<file path="config.mk">
export PLATFORM = sky130hd
export DESIGN_NAME = cooling_pwm_ramp_controller_flat
export DESIGN_NICKNAME = d
export VERILOG_FILES = /design/src/design/cpr_pkg.sv /design/src/design/cpr_intf.sv /design/src/design/cpr_dp.sv /design/src/design/cpr_ctrl.sv /design/src/design/cooling_pwm_ramp_controller.sv /design/src/flat_wrapper.sv
export SDC_FILE = /design/constraint.sdc
export NUM_CORES = 1
export LEC_CHECK = 0
export BUFFER_PORTS_ARGS = -buffer_cell sky130_fd_sc_hd__buf_2
export CAP_MARGIN = 25
export CORE_ASPECT_RATIO = 0.75
export CORE_UTILIZATION = 44
export DETAILED_ROUTE_END_ITERATION = 8
export PLACE_DENSITY = 0.66
export SYNTH_ARGS = -nofsm -noshare
export SYNTH_HDL_FRONTEND = slang
export SYNTH_SLANG_ARGS = --single-unit
export TNS_END_PERCENT = 30
</file>
<file path="constraint.sdc">
create_clock -name i_clk -period 5.75 [get_ports i_clk]
set_clock_uncertainty 0.15 [all_clocks]
set_input_delay 0.575 -clock i_clk [delete_from_list [all_inputs] [get_ports i_clk]]
set_output_delay 0.575 -clock i_clk [all_outputs]
set_load 0.02 [all_outputs]
</file>
<file path="src/design/cpr_pkg.sv">
`timescale 1ns / 1ps
// ----------------------------------------------------------------------------
// cpr_pkg: shared types and constants for the cooling PWM ramp controller
// Field widths, register indexes, item kinds, controller states and the
// command/status bundles between the controller and the datapath.
// ----------------------------------------------------------------------------
package cpr_pkg;

    // field widths
    localparam int TEMP_W  = 16;
    localparam int DUTY_W  = 7;
    localparam int TIME_W  = 32;
    localparam int KIND_W  = 2;
    localparam int CIDX_W  = 3;
    localparam int CDATA_W = 16;

    // inverter sum of three phases, and ramp arithmetic
    localparam int SUM_W   = TEMP_W + 2;
    localparam int NUM_W   = SUM_W + DUTY_W;
    localparam int SHIFT_W = SUM_W + DUTY_W - 1;

    // restoring divider: one quotient bit per step
    localparam int DIV_STEPS = DUTY_W;
    localparam int CNT_W     = 3;

    localparam logic [DUTY_W-1:0] FULL_DUTY        = 7'd100;
    localparam logic [DUTY_W-1:0] BATTERY_MAX_DUTY = 7'd75;

    // item kinds
    localparam logic [KIND_W-1:0] KIND_INVERTER = 2'd0;
    localparam logic [KIND_W-1:0] KIND_BATTERY  = 2'd1;
    localparam logic [KIND_W-1:0] KIND_SEND     = 2'd2;

    // configuration register indexes
    localparam logic [CIDX_W-1:0] REG_INV_LOW   = 3'd0;
    localparam logic [CIDX_W-1:0] REG_INV_HIGH  = 3'd1;
    localparam logic [CIDX_W-1:0] REG_BAT_LOW   = 3'd2;
    localparam logic [CIDX_W-1:0] REG_BAT_HIGH  = 3'd3;
    localparam logic [CIDX_W-1:0] REG_IDLE_FAN  = 3'd4;
    localparam logic [CIDX_W-1:0] REG_IDLE_PUMP = 3'd5;
    localparam logic [CIDX_W-1:0] REG_IDLE_BAT  = 3'd6;
    localparam logic [CIDX_W-1:0] REG_INTERVAL  = 3'd7;

    // register reset values
    localparam logic [TEMP_W-1:0] RST_INV_LOW  = 16'd400;
    localparam logic [TEMP_W-1:0] RST_INV_HIGH = 16'd600;
    localparam logic [TEMP_W-1:0] RST_BAT_LOW  = 16'd2500;
    localparam logic [TEMP_W-1:0] RST_BAT_HIGH = 16'd4500;
    localparam logic [DUTY_W-1:0] RST_IDLE     = 7'd0;
    localparam logic [TEMP_W-1:0] RST_INTERVAL = 16'd500;

    typedef enum logic [2:0] {
        S_IDLE,
        S_EVAL,
        S_MULT,
        S_DIV,
        S_COMMIT,
        S_SEND
    } t_ctrl_state;

    // controller -> datapath
    typedef struct packed {
        logic capture;    // latch the input beat
        logic eval;       // decide, write direct duties
        logic mult;       // form ramp numerator
        logic div_step;   // one restoring divide step
        logic commit;     // write divided duty
        logic send_load;  // load output register, stamp send time
    } t_dp_cmd;

    // datapath -> controller
    typedef struct packed {
        logic need_div;   // ramp branch with nonzero span
        logic send_go;    // interval elapsed and queue has room
        logic out_free;   // output register can take a beat
    } t_dp_sts;

endpackage

</file>
<file path="src/design/cpr_intf.sv">
`timescale 1ns / 1ps
// ----------------------------------------------------------------------------
// cpr_intf: valid/ready channels of the cooling PWM ramp controller
// Input item channel, cooling command channel and configuration write channel.
// ----------------------------------------------------------------------------
interface cpr_in_if;
    import cpr_pkg::*;
    logic                valid;
    logic                ready;
    logic [KIND_W-1:0]   kind;
    logic                drive_active;
    logic [TEMP_W-1:0]   phase_a_raw;
    logic [TEMP_W-1:0]   phase_b_raw;
    logic [TEMP_W-1:0]   phase_c_raw;
    logic [TEMP_W-1:0]   battery_temp_raw;
    logic [TIME_W-1:0]   now_ms;
    logic                tx_space_free;

    modport source (
        output valid, kind, drive_active, phase_a_raw, phase_b_raw, phase_c_raw,
               battery_temp_raw, now_ms, tx_space_free,
        input  ready
    );
    modport sink (
        input  valid, kind, drive_active, phase_a_raw, phase_b_raw, phase_c_raw,
               battery_temp_raw, now_ms, tx_space_free,
        output ready
    );
endinterface

interface cpr_out_if;
    import cpr_pkg::*;
    logic                valid;
    logic                ready;
    logic                cooling_enable;
    logic [DUTY_W-1:0]   tractive_fan_duty;
    logic [DUTY_W-1:0]   tractive_pump_duty;
    logic [DUTY_W-1:0]   battery_fan_duty;

    modport source (
        output valid, cooling_enable, tractive_fan_duty, tractive_pump_duty,
               battery_fan_duty,
        input  ready
    );
    modport sink (
        input  valid, cooling_enable, tractive_fan_duty, tractive_pump_duty,
               battery_fan_duty,
        output ready
    );
endinterface

interface cpr_cfg_if;
    import cpr_pkg::*;
    logic                valid;
    logic                ready;
    logic [CIDX_W-1:0]   index;
    logic [CDATA_W-1:0]  data;

    modport source (output valid, index, data, input ready);
    modport sink   (input valid, index, data, output ready);
endinterface

</file>
<file path="src/design/cpr_dp.sv">
`timescale 1ns / 1ps
// ----------------------------------------------------------------------------
// cpr_dp: datapath of the cooling PWM ramp controller
// Holds configuration, duty state and send time, the threshold compares, the
// constant-scale multiply, a bit-serial restoring divider and the output
// register.
// ----------------------------------------------------------------------------
module cpr_dp (
    input  logic                          i_clk,
    input  logic                          i_rst_n,
    input  cpr_pkg::t_dp_cmd              i_cmd,
    output cpr_pkg::t_dp_sts              o_sts,
    input  logic [cpr_pkg::KIND_W-1:0]    i_kind,
    input  logic                          i_drive_active,
    input  logic [cpr_pkg::TEMP_W-1:0]    i_phase_a_raw,
    input  logic [cpr_pkg::TEMP_W-1:0]    i_phase_b_raw,
    input  logic [cpr_pkg::TEMP_W-1:0]    i_phase_c_raw,
    input  logic [cpr_pkg::TEMP_W-1:0]    i_battery_temp_raw,
    input  logic [cpr_pkg::TIME_W-1:0]    i_now_ms,
    input  logic                          i_tx_space_free,
    cpr_cfg_if.sink                       i_cfg,
    cpr_out_if.source                     o_out
);
    import cpr_pkg::*;

    // configuration registers
    logic [TEMP_W-1:0] r_inv_low, r_inv_high, r_bat_low, r_bat_high, r_interval;
    logic [DUTY_W-1:0] r_idle_fan, r_idle_pump, r_idle_bat;

    // duty state and send stamp
    logic [DUTY_W-1:0] r_fan_now, r_pump_now, r_bat_now;
    logic [TIME_W-1:0] r_last_send;

    // captured beat
    logic [KIND_W-1:0] r_kind;
    logic              r_drive;
    logic [SUM_W-1:0]  r_sum;
    logic [TEMP_W-1:0] r_braw;
    logic [TIME_W-1:0] r_now;
    logic              r_space;

    // ramp operands and divider
    logic [SUM_W-1:0]   r_diff;
    logic [SUM_W-1:0]   r_den;
    logic [NUM_W-1:0]   r_rem;
    logic [SHIFT_W-1:0] r_den_sh;
    logic [DUTY_W-1:0]  r_quo;

    // output register
    logic              r_out_valid;
    logic [DUTY_W-1:0] r_out_fan, r_out_pump, r_out_bat;

    // evaluation signals
    logic [SUM_W-1:0]  lo3, hi3, inv_diff, inv_span;
    logic              inv_gt, inv_lt, inv_zero;
    logic [TEMP_W-1:0] bat_diff, bat_span;
    logic              bat_ge, bat_le;
    logic [TIME_W-1:0] elapsed;
    logic              is_inv, is_bat;
    logic              direct;
    logic [DUTY_W-1:0] direct_duty;
    logic [DUTY_W-1:0] scale;
    logic [NUM_W-1:0]  trial;
    logic              step_ge;

    assign i_cfg.ready = 1'b1;

    // thresholds times three, inverter compares
    assign lo3      = {2'b00, r_inv_low} + {1'b0, r_inv_low, 1'b0};
    assign hi3      = {2'b00, r_inv_high} + {1'b0, r_inv_high, 1'b0};
    assign inv_gt   = r_sum > hi3;
    assign inv_lt   = r_sum < lo3;
    assign inv_diff = r_sum - lo3;
    assign inv_span = hi3 - lo3;
    assign inv_zero = (inv_span == '0);

    // battery compares, inclusive at both ends
    assign bat_ge   = r_braw >= r_bat_high;
    assign bat_le   = r_braw <= r_bat_low;
    assign bat_diff = r_braw - r_bat_low;
    assign bat_span = r_bat_high - r_bat_low;

    assign elapsed = r_now - r_last_send;
    assign is_inv  = (r_kind == KIND_INVERTER);
    assign is_bat  = (r_kind == KIND_BATTERY);

    // pick the duty that needs no division
    always_comb begin
        direct      = 1'b1;
        direct_duty = '0;
        if (!r_drive) begin
            direct_duty = is_inv ? r_idle_fan : r_idle_bat;
        end else if (is_inv) begin
            if (inv_gt) begin
                direct_duty = FULL_DUTY;
            end else if (inv_lt || inv_zero) begin
                direct_duty = '0;
            end else begin
                direct = 1'b0;
            end
        end else begin
            if (bat_ge) begin
                direct_duty = BATTERY_MAX_DUTY;
            end else if (bat_le) begin
                direct_duty = '0;
            end else begin
                direct = 1'b0;
            end
        end
    end

    assign o_sts.need_div = (is_inv || is_bat) && !direct;
    assign o_sts.send_go  = (r_kind == KIND_SEND) && (elapsed >= {16'd0, r_interval})
                            && r_space;
    assign o_sts.out_free = !r_out_valid || o_out.ready;

    assign scale   = is_inv ? FULL_DUTY : BATTERY_MAX_DUTY;
    assign trial   = {1'b0, r_den_sh};
    assign step_ge = r_rem >= trial;

    // configuration writes
    always_ff @(posedge i_clk) begin
        if (!i_rst_n) begin
            r_inv_low   <= RST_INV_LOW;
            r_inv_high  <= RST_INV_HIGH;
            r_bat_low   <= RST_BAT_LOW;
            r_bat_high  <= RST_BAT_HIGH;
            r_idle_fan  <= RST_IDLE;
            r_idle_pump <= RST_IDLE;
            r_idle_bat  <= RST_IDLE;
            r_interval  <= RST_INTERVAL;
        end else if (i_cfg.valid) begin
            unique case (i_cfg.index)
                REG_INV_LOW:   r_inv_low   <= i_cfg.data;
                REG_INV_HIGH:  r_inv_high  <= i_cfg.data;
                REG_BAT_LOW:   r_bat_low   <= i_cfg.data;
                REG_BAT_HIGH:  r_bat_high  <= i_cfg.data;
                REG_IDLE_FAN:  r_idle_fan  <= i_cfg.data[DUTY_W-1:0];
                REG_IDLE_PUMP: r_idle_pump <= i_cfg.data[DUTY_W-1:0];
                REG_IDLE_BAT:  r_idle_bat  <= i_cfg.data[DUTY_W-1:0];
                REG_INTERVAL:  r_interval  <= i_cfg.data;
            endcase
        end
    end

    // capture beat, sum the three phases on the way in
    always_ff @(posedge i_clk) begin
        if (i_cmd.capture) begin
            r_kind  <= i_kind;
            r_drive <= i_drive_active;
            r_sum   <= {2'b00, i_phase_a_raw} + {2'b00, i_phase_b_raw}
                       + {2'b00, i_phase_c_raw};
            r_braw  <= i_battery_temp_raw;
            r_now   <= i_now_ms;
            r_space <= i_tx_space_free;
        end
    end

    // ramp operands, multiply, then one quotient bit per step
    always_ff @(posedge i_clk) begin
        if (i_cmd.eval) begin
            r_diff <= is_inv ? inv_diff : {2'b00, bat_diff};
            r_den  <= is_inv ? inv_span : {2'b00, bat_span};
        end
        if (i_cmd.mult) begin
            r_rem    <= NUM_W'(r_diff) * NUM_W'(scale);
            r_den_sh <= {r_den, {(DUTY_W-1){1'b0}}};
            r_quo    <= '0;
        end else if (i_cmd.div_step) begin
            if (step_ge) begin
                r_rem <= r_rem - trial;
            end
            r_den_sh <= r_den_sh >> 1;
            r_quo    <= {r_quo[DUTY_W-2:0], step_ge};
        end
    end

    // duty state and send stamp
    always_ff @(posedge i_clk) begin
        if (!i_rst_n) begin
            r_fan_now   <= RST_IDLE;
            r_pump_now  <= RST_IDLE;
            r_bat_now   <= RST_IDLE;
            r_last_send <= '0;
        end else begin
            if (i_cmd.eval && direct && is_inv) begin
                r_fan_now  <= r_drive ? direct_duty : r_idle_fan;
                r_pump_now <= r_drive ? direct_duty : r_idle_pump;
            end
            if (i_cmd.eval && direct && is_bat) begin
                r_bat_now <= direct_duty;
            end
            if (i_cmd.commit && is_inv) begin
                r_fan_now  <= r_quo;
                r_pump_now <= r_quo;
            end
            if (i_cmd.commit && is_bat) begin
                r_bat_now <= r_quo;
            end
            if (i_cmd.send_load) begin
                r_last_send <= r_now;
            end
        end
    end

    // output register: hold until taken
    always_ff @(posedge i_clk) begin
        if (!i_rst_n) begin
            r_out_valid <= 1'b0;
        end else if (i_cmd.send_load) begin
            r_out_valid <= 1'b1;
        end else if (o_out.ready) begin
            r_out_valid <= 1'b0;
        end
    end

    always_ff @(posedge i_clk) begin
        if (i_cmd.send_load) begin
            r_out_fan  <= r_fan_now;
            r_out_pump <= r_pump_now;
            r_out_bat  <= r_bat_now;
        end
    end

    assign o_out.valid              = r_out_valid;
    assign o_out.cooling_enable     = 1'b1;
    assign o_out.tractive_fan_duty  = r_out_fan;
    assign o_out.tractive_pump_duty = r_out_pump;
    assign o_out.battery_fan_duty   = r_out_bat;

endmodule

</file>
<file path="src/design/cpr_ctrl.sv">
`timescale 1ns / 1ps
// ----------------------------------------------------------------------------
// cpr_ctrl: sequencer of the cooling PWM ramp controller
// Accepts one beat at a time, steps the datapath through evaluate, multiply,
// divide and commit, and waits for the output register on a send.
// ----------------------------------------------------------------------------
module cpr_ctrl (
    input  logic              i_clk,
    input  logic              i_rst_n,
    input  logic              i_in_valid,
    output logic              o_in_ready,
    input  cpr_pkg::t_dp_sts  i_sts,
    output cpr_pkg::t_dp_cmd  o_cmd
);
    import cpr_pkg::*;

    t_ctrl_state       r_state, n_state;
    logic [CNT_W-1:0]  r_cnt, n_cnt;

    // state and step counter
    always_ff @(posedge i_clk) begin
        if (!i_rst_n) begin
            r_state <= S_IDLE;
            r_cnt   <= '0;
        end else begin
            r_state <= n_state;
            r_cnt   <= n_cnt;
        end
    end

    // next state and commands
    always_comb begin
        n_state    = r_state;
        n_cnt      = r_cnt;
        o_cmd      = '0;
        o_in_ready = 1'b0;
        unique case (r_state)
            S_IDLE: begin
                o_in_ready = 1'b1;
                if (i_in_valid) begin
                    o_cmd.capture = 1'b1;
                    n_state       = S_EVAL;
                end
            end
            S_EVAL: begin
                o_cmd.eval = 1'b1;
                if (i_sts.need_div) begin
                    n_state = S_MULT;
                end else if (i_sts.send_go) begin
                    n_state = S_SEND;
                end else begin
                    n_state = S_IDLE;
                end
            end
            S_MULT: begin
                o_cmd.mult = 1'b1;
                n_cnt      = CNT_W'(DIV_STEPS - 1);
                n_state    = S_DIV;
            end
            S_DIV: begin
                o_cmd.div_step = 1'b1;
                n_cnt          = r_cnt - 1'b1;
                if (r_cnt == '0) begin
                    n_state = S_COMMIT;
                end
            end
            S_COMMIT: begin
                o_cmd.commit = 1'b1;
                n_state      = S_IDLE;
            end
            S_SEND: begin
                if (i_sts.out_free) begin
                    o_cmd.send_load = 1'b1;
                    n_state         = S_IDLE;
                end
            end
            default: begin
                n_state = S_IDLE;
            end
        endcase
    end

`ifndef NO_ASSERTIONS
    a_accept_to_eval: assert property (@(posedge i_clk) disable iff (!i_rst_n)
        (i_in_valid && o_in_ready) |=> (r_state == S_EVAL))
        else $error("accepted beat did not move to evaluation");

    a_div_to_commit: assert property (@(posedge i_clk) disable iff (!i_rst_n)
        (r_state == S_DIV && r_cnt == '0) |=> (r_state == S_COMMIT))
        else $error("divider did not finish after its last step");

    a_send_drains: assert property (@(posedge i_clk) disable iff (!i_rst_n)
        (r_state == S_SEND && i_sts.out_free) |=> (r_state == S_IDLE))
        else $error("send did not load a free output register");
`endif

endmodule

</file>
<file path="src/design/cooling_pwm_ramp_controller.sv">
// Sequence: a temperature beat writes its duties in the evaluate state when no
// ramp division is needed, else via multiply, the divide steps and the commit state.
// A send beat waits in the send state until the output register is free, then loads it.
// One beat at a time, taken in idle; ramp beats run the 7-step restoring divider.
// Reset: thresholds and interval take their defaults, duties and send time clear,
// no command is pending.
`timescale 1ns / 1ps
// ----------------------------------------------------------------------------
// cooling_pwm_ramp_controller: fan and pump duty ramps with rate-limited send
// Top level: joins the sequencer and the datapath to the item, command and
// configuration channels.
// ----------------------------------------------------------------------------
module cooling_pwm_ramp_controller (
    input  logic        i_clk,
    input  logic        i_rst_n,
    cpr_in_if.sink      i_in,
    cpr_out_if.source   o_out,
    cpr_cfg_if.sink     i_cfg
);
    import cpr_pkg::*;

    t_dp_cmd cmd;
    t_dp_sts sts;
    logic    in_ready;

    assign i_in.ready = in_ready;

    cpr_ctrl u_ctrl (
        .i_clk      (i_clk),
        .i_rst_n    (i_rst_n),
        .i_in_valid (i_in.valid),
        .o_in_ready (in_ready),
        .i_sts      (sts),
        .o_cmd      (cmd)
    );

    cpr_dp u_dp (
        .i_clk              (i_clk),
        .i_rst_n            (i_rst_n),
        .i_cmd              (cmd),
        .o_sts              (sts),
        .i_kind             (i_in.kind),
        .i_drive_active     (i_in.drive_active),
        .i_phase_a_raw      (i_in.phase_a_raw),
        .i_phase_b_raw      (i_in.phase_b_raw),
        .i_phase_c_raw      (i_in.phase_c_raw),
        .i_battery_temp_raw (i_in.battery_temp_raw),
        .i_now_ms           (i_in.now_ms),
        .i_tx_space_free    (i_in.tx_space_free),
        .i_cfg              (i_cfg),
        .o_out              (o_out)
    );

endmodule
</file>
<file path="src/flat_wrapper.sv">
// flat-port wrapper written by rule: the top's interface ports become plain ports
module cooling_pwm_ramp_controller_flat import cpr_pkg::*;
  (i_clk, i_rst_n, i_in_valid, i_in_kind, i_in_drive_active, i_in_phase_a_raw, i_in_phase_b_raw, i_in_phase_c_raw, i_in_battery_temp_raw, i_in_now_ms, i_in_tx_space_free, i_in_ready, o_out_valid, o_out_cooling_enable, o_out_tractive_fan_duty, o_out_tractive_pump_duty, o_out_battery_fan_duty, o_out_ready, i_cfg_valid, i_cfg_index, i_cfg_data, i_cfg_ready);
  cpr_in_if i_in_i ();
  cpr_out_if o_out_i ();
  cpr_cfg_if i_cfg_i ();
  input  logic i_clk;
  input  logic i_rst_n;
  input wire logic [$bits(i_in_i.valid)-1:0] i_in_valid;
  input wire logic [$bits(i_in_i.kind)-1:0] i_in_kind;
  input wire logic [$bits(i_in_i.drive_active)-1:0] i_in_drive_active;
  input wire logic [$bits(i_in_i.phase_a_raw)-1:0] i_in_phase_a_raw;
  input wire logic [$bits(i_in_i.phase_b_raw)-1:0] i_in_phase_b_raw;
  input wire logic [$bits(i_in_i.phase_c_raw)-1:0] i_in_phase_c_raw;
  input wire logic [$bits(i_in_i.battery_temp_raw)-1:0] i_in_battery_temp_raw;
  input wire logic [$bits(i_in_i.now_ms)-1:0] i_in_now_ms;
  input wire logic [$bits(i_in_i.tx_space_free)-1:0] i_in_tx_space_free;
  output wire logic [$bits(i_in_i.ready)-1:0] i_in_ready;
  output wire logic [$bits(o_out_i.valid)-1:0] o_out_valid;
  output wire logic [$bits(o_out_i.cooling_enable)-1:0] o_out_cooling_enable;
  output wire logic [$bits(o_out_i.tractive_fan_duty)-1:0] o_out_tractive_fan_duty;
  output wire logic [$bits(o_out_i.tractive_pump_duty)-1:0] o_out_tractive_pump_duty;
  output wire logic [$bits(o_out_i.battery_fan_duty)-1:0] o_out_battery_fan_duty;
  input wire logic [$bits(o_out_i.ready)-1:0] o_out_ready;
  input wire logic [$bits(i_cfg_i.valid)-1:0] i_cfg_valid;
  input wire logic [$bits(i_cfg_i.index)-1:0] i_cfg_index;
  input wire logic [$bits(i_cfg_i.data)-1:0] i_cfg_data;
  output wire logic [$bits(i_cfg_i.ready)-1:0] i_cfg_ready;
  assign i_in_i.valid = i_in_valid;
  assign i_in_i.kind = i_in_kind;
  assign i_in_i.drive_active = i_in_drive_active;
  assign i_in_i.phase_a_raw = i_in_phase_a_raw;
  assign i_in_i.phase_b_raw = i_in_phase_b_raw;
  assign i_in_i.phase_c_raw = i_in_phase_c_raw;
  assign i_in_i.battery_temp_raw = i_in_battery_temp_raw;
  assign i_in_i.now_ms = i_in_now_ms;
  assign i_in_i.tx_space_free = i_in_tx_space_free;
  assign i_in_ready = i_in_i.ready;
  assign o_out_valid = o_out_i.valid;
  assign o_out_cooling_enable = o_out_i.cooling_enable;
  assign o_out_tractive_fan_duty = o_out_i.tractive_fan_duty;
  assign o_out_tractive_pump_duty = o_out_i.tractive_pump_duty;
  assign o_out_battery_fan_duty = o_out_i.battery_fan_duty;
  assign o_out_i.ready = o_out_ready;
  assign i_cfg_i.valid = i_cfg_valid;
  assign i_cfg_i.index = i_cfg_index;
  assign i_cfg_i.data = i_cfg_data;
  assign i_cfg_ready = i_cfg_i.ready;
  cooling_pwm_ramp_controller u_core (.i_clk(i_clk), .i_rst_n(i_rst_n), .i_in(i_in_i), .o_out(o_out_i), .i_cfg(i_cfg_i));
endmodule
</file>
Word-level counts from Yosys, hierarchy flattened
Cells that the tools add are included.
{ "totals": {"ff_bits": 344, "in_bits": 124, "out_inout_bits": 25, "elab_cells": 146} }
{ "classes": {"add_sub_neg": 11, "multipliers": 1, "magnitude_cmp": 6, "n_eq_ne": 17, "mux": 45, "reduce_logical": 34} }
{ "ops": {"columns": ["cell", "n"], "rows": [
  ["7-bit two-way mux", 13],
  ["25-bit two-way mux", 3],
  ["24-bit two-way mux", 2],
  ["16-bit by 17-bit adder with 18-bit output", 2],
  ["18-bit subtractor", 2],
  ["32-bit by 16-bit greater-or-equal comparator with 1-bit output", 1],
  ["16-bit two-way mux", 2],
  ["16-bit subtractor", 2],
  ["32-bit subtractor", 1],
  ["25-bit by 24-bit greater-or-equal comparator with 1-bit output", 1],
  ["18-bit by 7-bit multiplier with 25-bit output", 1],
  ["25-bit by 24-bit subtractor with 25-bit output", 1],
  ["17-bit by 16-bit adder with 18-bit output", 1],
  ["3-bit == test (second input constant)", 6],
  ["18-bit > comparator", 1],
  ["18-bit logical NOT", 1],
  ["18-bit < comparator", 1],
  ["2-bit AND reduction", 9],
  ["16-bit by 16-bit adder with 17-bit output", 1],
  ["1-bit two-way mux", 17],
  ["16-bit greater-or-equal comparator", 1],
  ["16-bit <= comparator", 1],
  ["3-bit two-way mux", 5],
  ["3-bit one-hot mux with 5 select lines", 1],
  ["16 further kinds", 38]
]} }

Depth between registers and ports, before layout
{ "depth": {"depth_word": 12, "depth_mapped": 26, "mapped_depth_nobuf": 23} }

Modules after synthesis
A second synthesis with hierarchy kept.
{ "hier_totals": {"cells_unflattened": 2828, "hier_area_um2": 25958.6} }
{ "by_module_without_submodules": {"columns": ["mod", "n_inst", "cells_each", "area_each_um2", "seq_area_each_um2"], "rows": [
  ["cpr_dp", 1, 2780, 25575.8, 8468.1],
  ["cpr_ctrl", 1, 48, 382.9, 120.1]
]} }

Least setup slack after synthesis
OpenSTA, ideal clock, no wires.
{ "synth_path": {"kind": "register to register", "from": "register u_core.u_dp.r_kind[1]", "to": "register u_core.u_dp.r_rem[18] (data pin)", "setup_ns": 0.260, "arrival_ns": 5.296, "required_ns": 5.340, "setup_slack_ns": 0.044, "stages_incl_launch_ff": 25, "path_buffers": 2, "synth_period_minus_slack_ns": 5.706, "cell_sequence": "edfxtp_1 or2_2 clkbuf_1 clkbuf_1 nand2_1 inv_1 or2_2 ha_1 inv_1 fa_1 fa_1 inv_1 fa_1 ha_1 inv_1 o21bai_1 a21o_1 a21oi_1 o311a_1 a21oi_1 a21oi_1 o21bai_1 a21oi_1 xnor2_1 mux2_2"} }
{ "synth_between": {"elab_chain_len": 4} }
{ "synth_rtl": {"columns": ["item", "line_no", "rtl"], "rows": [
  ["start, declared", "cpr_dp.sv:35", "logic [KIND_W-1:0] r_kind;"],
  ["start signal, assigned", "cpr_dp.sv:149", "r_kind <= i_kind;"],
  ["2-bit logical NOT", "cpr_dp.sv:84", "assign is_inv = (r_kind == KIND_INVERTER);"],
  ["6-bit two-way mux", "cpr_dp.sv:117", "assign scale = is_inv ? FULL_DUTY : BATTERY_MAX_DUTY;"],
  ["18-bit by 7-bit multiplier with 25-bit output", "cpr_dp.sv:166", "r_rem <= NUM_W'(r_diff) * NUM_W'(scale);"],
  ["25-bit two-way mux", "cpr_dp.sv:165", "if (i_cmd.mult) begin"],
  ["end signal, assigned", "cpr_dp.sv:166", null],
  ["end signal, assigned", "cpr_dp.sv:171", "r_rem <= r_rem - trial;"],
  ["end, declared", "cpr_dp.sv:45", "logic [NUM_W-1:0] r_rem;"]
]} }
Every way passes these cells.
A chain may end at the register's enable or synchronous reset.

Worst setup path in the final report
{ "layout_path": {"from": "register u_core.u_dp.r_kind[1]", "to": "register u_core.u_dp.r_rem[17] (data pin)"} }
Same word-level chain as after synthesis.

==> flow_metrics.py <==
metrics = {
    "layout": {
        "multi_input_area_sq_um": 15800,
        "drive_above_1_share_pct": 10.5,
        "fin_util_pct": 50.0,
        "nNetsFinal": 3512,
        "fin_area_sq_um": 28900,
        "fillers": 5430,
        "seq_area_sq_um": 8590,
        "syn2layout_area_growth_pct": 11.6,
        "stdcell_count": 3847,
        "diodes": 0,
    },
    "timing": {
        "slew_violations": 0,
        "min_period_ns": 5.48,
        "maxSlewHeadroom_pct": 30.1,
        "finalSetupViolCount": 0,
        "final_hold_viol_count": 0,
        "fmax_mhz": 182,
        "setup_tns_ns": 0,
        "timing.final.crit_share_pct": 95.3,
        "rsz0062_at_grt": "false",
        "tightestPinTransition_ns": 1.04,
        "finalWorstSetupSlack_ns": 0.269,
        "whs_ns": 0.0303,
    },
    "pwr": {
        "ir_drop_mv": 0.168,
        "power.density_nw_per_um2": 291,
        "finalPower_mw": 8.41,
        "switching_power_mw": 2.92,
        "p_seq_share_pct": 33.5,
        "p_leak_nw": 12.4,
        "power_frac_clock_pct": 30.6,
        "combPwrFrac_pct": 35.9,
        "p_int_mw": 5.49,
        "swShare_pct": 34.7,
    },
    "route": {
        "drc": 0,
        "vias": 21135,
        "avgViaCountPerCell": 5.49,
        "drt-initial-drc-count": 1730,
        "antenna_left": 0,
        "routed_wl_um": 70100,
        "dr.pass1.iters": 5,
        "wire_per_inst_um": 18.2,
    },
    "min_path": {
        "min_delay_path_depth": 1,
        "hold_start": "i_in_now_ms[20]",
        "min_to": "u_core.u_dp.r_now[20]$_DFFE_PP_",
        "hold_class": "input port to register",
    },
    "logic_synthesis": {
        "synth_top_area_share_pct": 19.7,
        "ys_ff_latch": 344,
        "synth_xor_area_share_pct": 4.27,
        "synth-simple-area-share_pct": 16.4,
        "synth_fa_ha_area_share_pct": 19.1,
        "yosysTopAreaCell": "edfxtp_1",
        "synth_edf_count": 170,
        "synth-compound-area-share_pct": 18.4,
        "synthCells": 2923,
        "synthTopCellsByArea": "edfxtp_1 20%, ha_1 14%, dfxtp_1 13%",
        "ys_warn_count": 0,
        "syn_area_per_cell_sq_um": 8.87,
        "synth_seq_area_share_pct": 33.1,
        "synth_top_family_by_area": "adder cells",
        "muxShareOfSynthArea_pct": 2.44,
        "synth_cell_type_count": 92,
        "ys.flop_type": "dfxtp_1",
        "synthArstFlopShare_pct": 0,
        "syn-cell-area_sq_um": 25900,
    },
    "place": {
        "hpwl_um": 55600,
        "portBuffers": 146,
        "dp.cells": 3773,
        "dpl_cell_area_sq_um": 27500,
        "place_congestion": 0.951,
        "pre_cts_slack_ns": 0.0596,
    },
    "critical_path": {
        "worstPathArrival_ns": 5.64,
        "worst-path-max-fanout": 15,
        "cp_data_required_time_ns": 5.91,
        "reg2regPathDepth": 20,
        "rrSetupSlack_ns": 0.27,
        "end_kind": "register",
        "path_class": "register to register",
        "rr_endpoint": "u_core.u_dp.r_rem[17]$_DFFE_PP_",
        "start_kind": "register",
        "r2r-start": "u_core.u_dp.r_kind[1]$_DFFE_PP_",
    },
    "grt": {
        "grt_pass1_vias": 20117,
        "grt_max_degree": 94,
        "antenna_found_initial": 4,
        "grt_pass1_wl_um": 109000,
        "overflow": 0,
        "track_usage_pct": 23.2,
    },
    "clocking": {
        "clk_pin_slew_ns": 0.06,
        "ctsHoldBuffers": 0,
        "clk_path_buf_depth": 3,
        "htree_num_levels": 2,
        "clock_sinks": 344,
        "root_buffer": "clkbuf_16",
        "worstSkewPairLatency_ns": 0.57,
        "numCtsBuffers": 39,
        "cts_tree": "built",
    },
    "floorplan": {
        "initial_core_util_pct": 44.8,
        "core_sq_um": 57800,
        "row_count": 76,
        "die_y_um": 212,
        "die_w_um": 282,
        "die_area_sq_um": 59900,
        "ioPinCount": 149,
    },
    "run": {
        "drv_cap": 0,
    },
    "outcome": {
        "status": "finished clean",
    },
}
critical path, cell delays in order (launching register included):
cell,delay [ns]
edfxtp_1,0.39
or2_4,0.31
buf_4,0.20
and2_1,0.22
or2_2,0.31
ha_1,0.27
inv_1,0.05
fa_1,0.47
inv_1,0.05
fa_1,0.56
fa_1,0.42
ha_1,0.37
or2_2,0.32
a21oi_1,0.21
nor3_1,0.09
or2_2,0.33
o21a_1,0.19
nor2_1,0.12
xnor2_1,0.08
nand2_1,0.06
o21ai_0,0.07
kinds of logic (layout without fill, tap and decap cells):
kind of cell,after synthesis,in the layout
XOR/XNOR,123,123
buffers and inverters,425,567
AND/OR/NAND/NOR,912,912
multiplexers,63,63
flip-flops,344,344
AO/OA/AOI/OAI,699,699
other,2,4
adder cells (fa/ha/maj),355,355
registers in the layout (all words and copies together) (netlist names), 18 cells and up:
| signal | cells |
|---|---|
| u_core.u_dp.r_sum | 18 |
| u_core.u_dp.r_rem | 25 |
| u_core.u_dp.r_last_send | 32 |
| u_core.u_dp.r_now | 32 |
| u_core.u_dp.r_den_sh | 24 |
| u_core.u_dp.r_diff | 18 |
| u_core.u_dp.r_den | 18 |
per-layer routing:
layer | part of all wire [%] | GRT usage (%) | vias to the layer above
li1 | - | - | 10399
met4 | 1.9 | 5.31 | 2
met3 | 7.5 | 4.42 | 117
met5 | 0.019 | 0 | -
met2 | 42 | 34.6 | 624
met1 | 49 | 34.4 | 9993
cells in the final DEF, fill, tap and decap left out, drive strengths merged, types with 10 or more instances in the layout:
master  instances
nand2         399
inv           320
ha            281
buf           180
dfxtp         174
nor2          172
edfxtp        170
a21oi         145
a21boi        119
o21ai         118
xnor2          77
fa             70
a21o           61
mux2i          61
nor2b          57
nand3          54
clkbuf         51
xor2           45
and2           44
o21a           36
nor3           35
o211ai         29
nand2b         28
or2            28
nand4          26
o31ai          26
a31oi          22
a211oi         19
o21bai         18
or3            14
and3           13
clkinv         13
a22o           12
o22ai          10
synth_stat cells (all sizes together) (7+ instances only):
library cell and count:
buf 15, nand3b 8, ha 281, o211ai 29, clkbuf 94, and2 44, a21o 61, xor2 45
nand4 26, a31oi 22, o2111ai 7, a21boi 119, mux2i 61, dfxtp 174, edfxtp 170, o31ai 26
nand2b 28, a21oi 145, o22ai 10, o221ai 7, nor4 8, a2111oi 8, a22o 12, nand2 399
o21a 36, o21ai 118, or2 28, fa 70, or3 14, nand3 54, nor3 35, a211oi 19
o21bai 18, inv 316, nor2 172, nor2b 57, xnor2 77, and3 13
cell type report:
type,count,share of cell area (%)
multi-input combinational,2156,54.7
timing repair buffer,180,3.53
sequential,344,29.7
tap,780,3.37
clock buffer,51,3.89
inverter,316,4.11
clock inverter,20,0.657
power groups by stage:
stage / clock, mW / combinational (mW) / sequential (mW)
finish: 2.58 / 3.02 / 2.82
global route: 2.73 / 3.37 / 2.82
CTS: 2.63 / 2.93 / 2.82
detailed placement: 0 / 2.90 / 2.87
global placement: 0 / 2.84 / 2.87
floorplan: 0 / 2.17 / 2.82
worst max path at each step:
stage / from / to / slack, ns / cells after the start
after floorplan: u_core.u_dp.r_kind[1]$_DFFE_PP_ / u_core.u_dp.r_rem[18]$_DFFE_PP_ / 0.04 / 24
after global placement: u_core.u_dp.r_kind[1]$_DFFE_PP_ / u_core.u_dp.r_rem[24]$_DFFE_PP_ / 0.15 / 22
after detailed placement: u_core.u_dp.r_inv_high[0]$_SDFFE_PN0P_ / u_core.u_dp.r_fan_now[0]$_SDFFE_PN0P_ / 0.06 / 21
after CTS: u_core.u_dp.r_inv_high[0]$_SDFFE_PN0P_ / u_core.u_dp.r_fan_now[0]$_SDFFE_PN0P_ / 0.02 / 21
after global routing: u_core.u_dp.r_kind[1]$_DFFE_PP_ / u_core.u_dp.r_rem[24]$_DFFE_PP_ / 0.01 / 22
final: u_core.u_dp.r_kind[1]$_DFFE_PP_ / u_core.u_dp.r_rem[17]$_DFFE_PP_ / 0.27 / 20
repair_timing:
item	CTS	global route
gates resized for setup	0	18
buffers inserted	0	2
endpoints found under the setup margin	0	27
(Power assumes the default switching activity.)
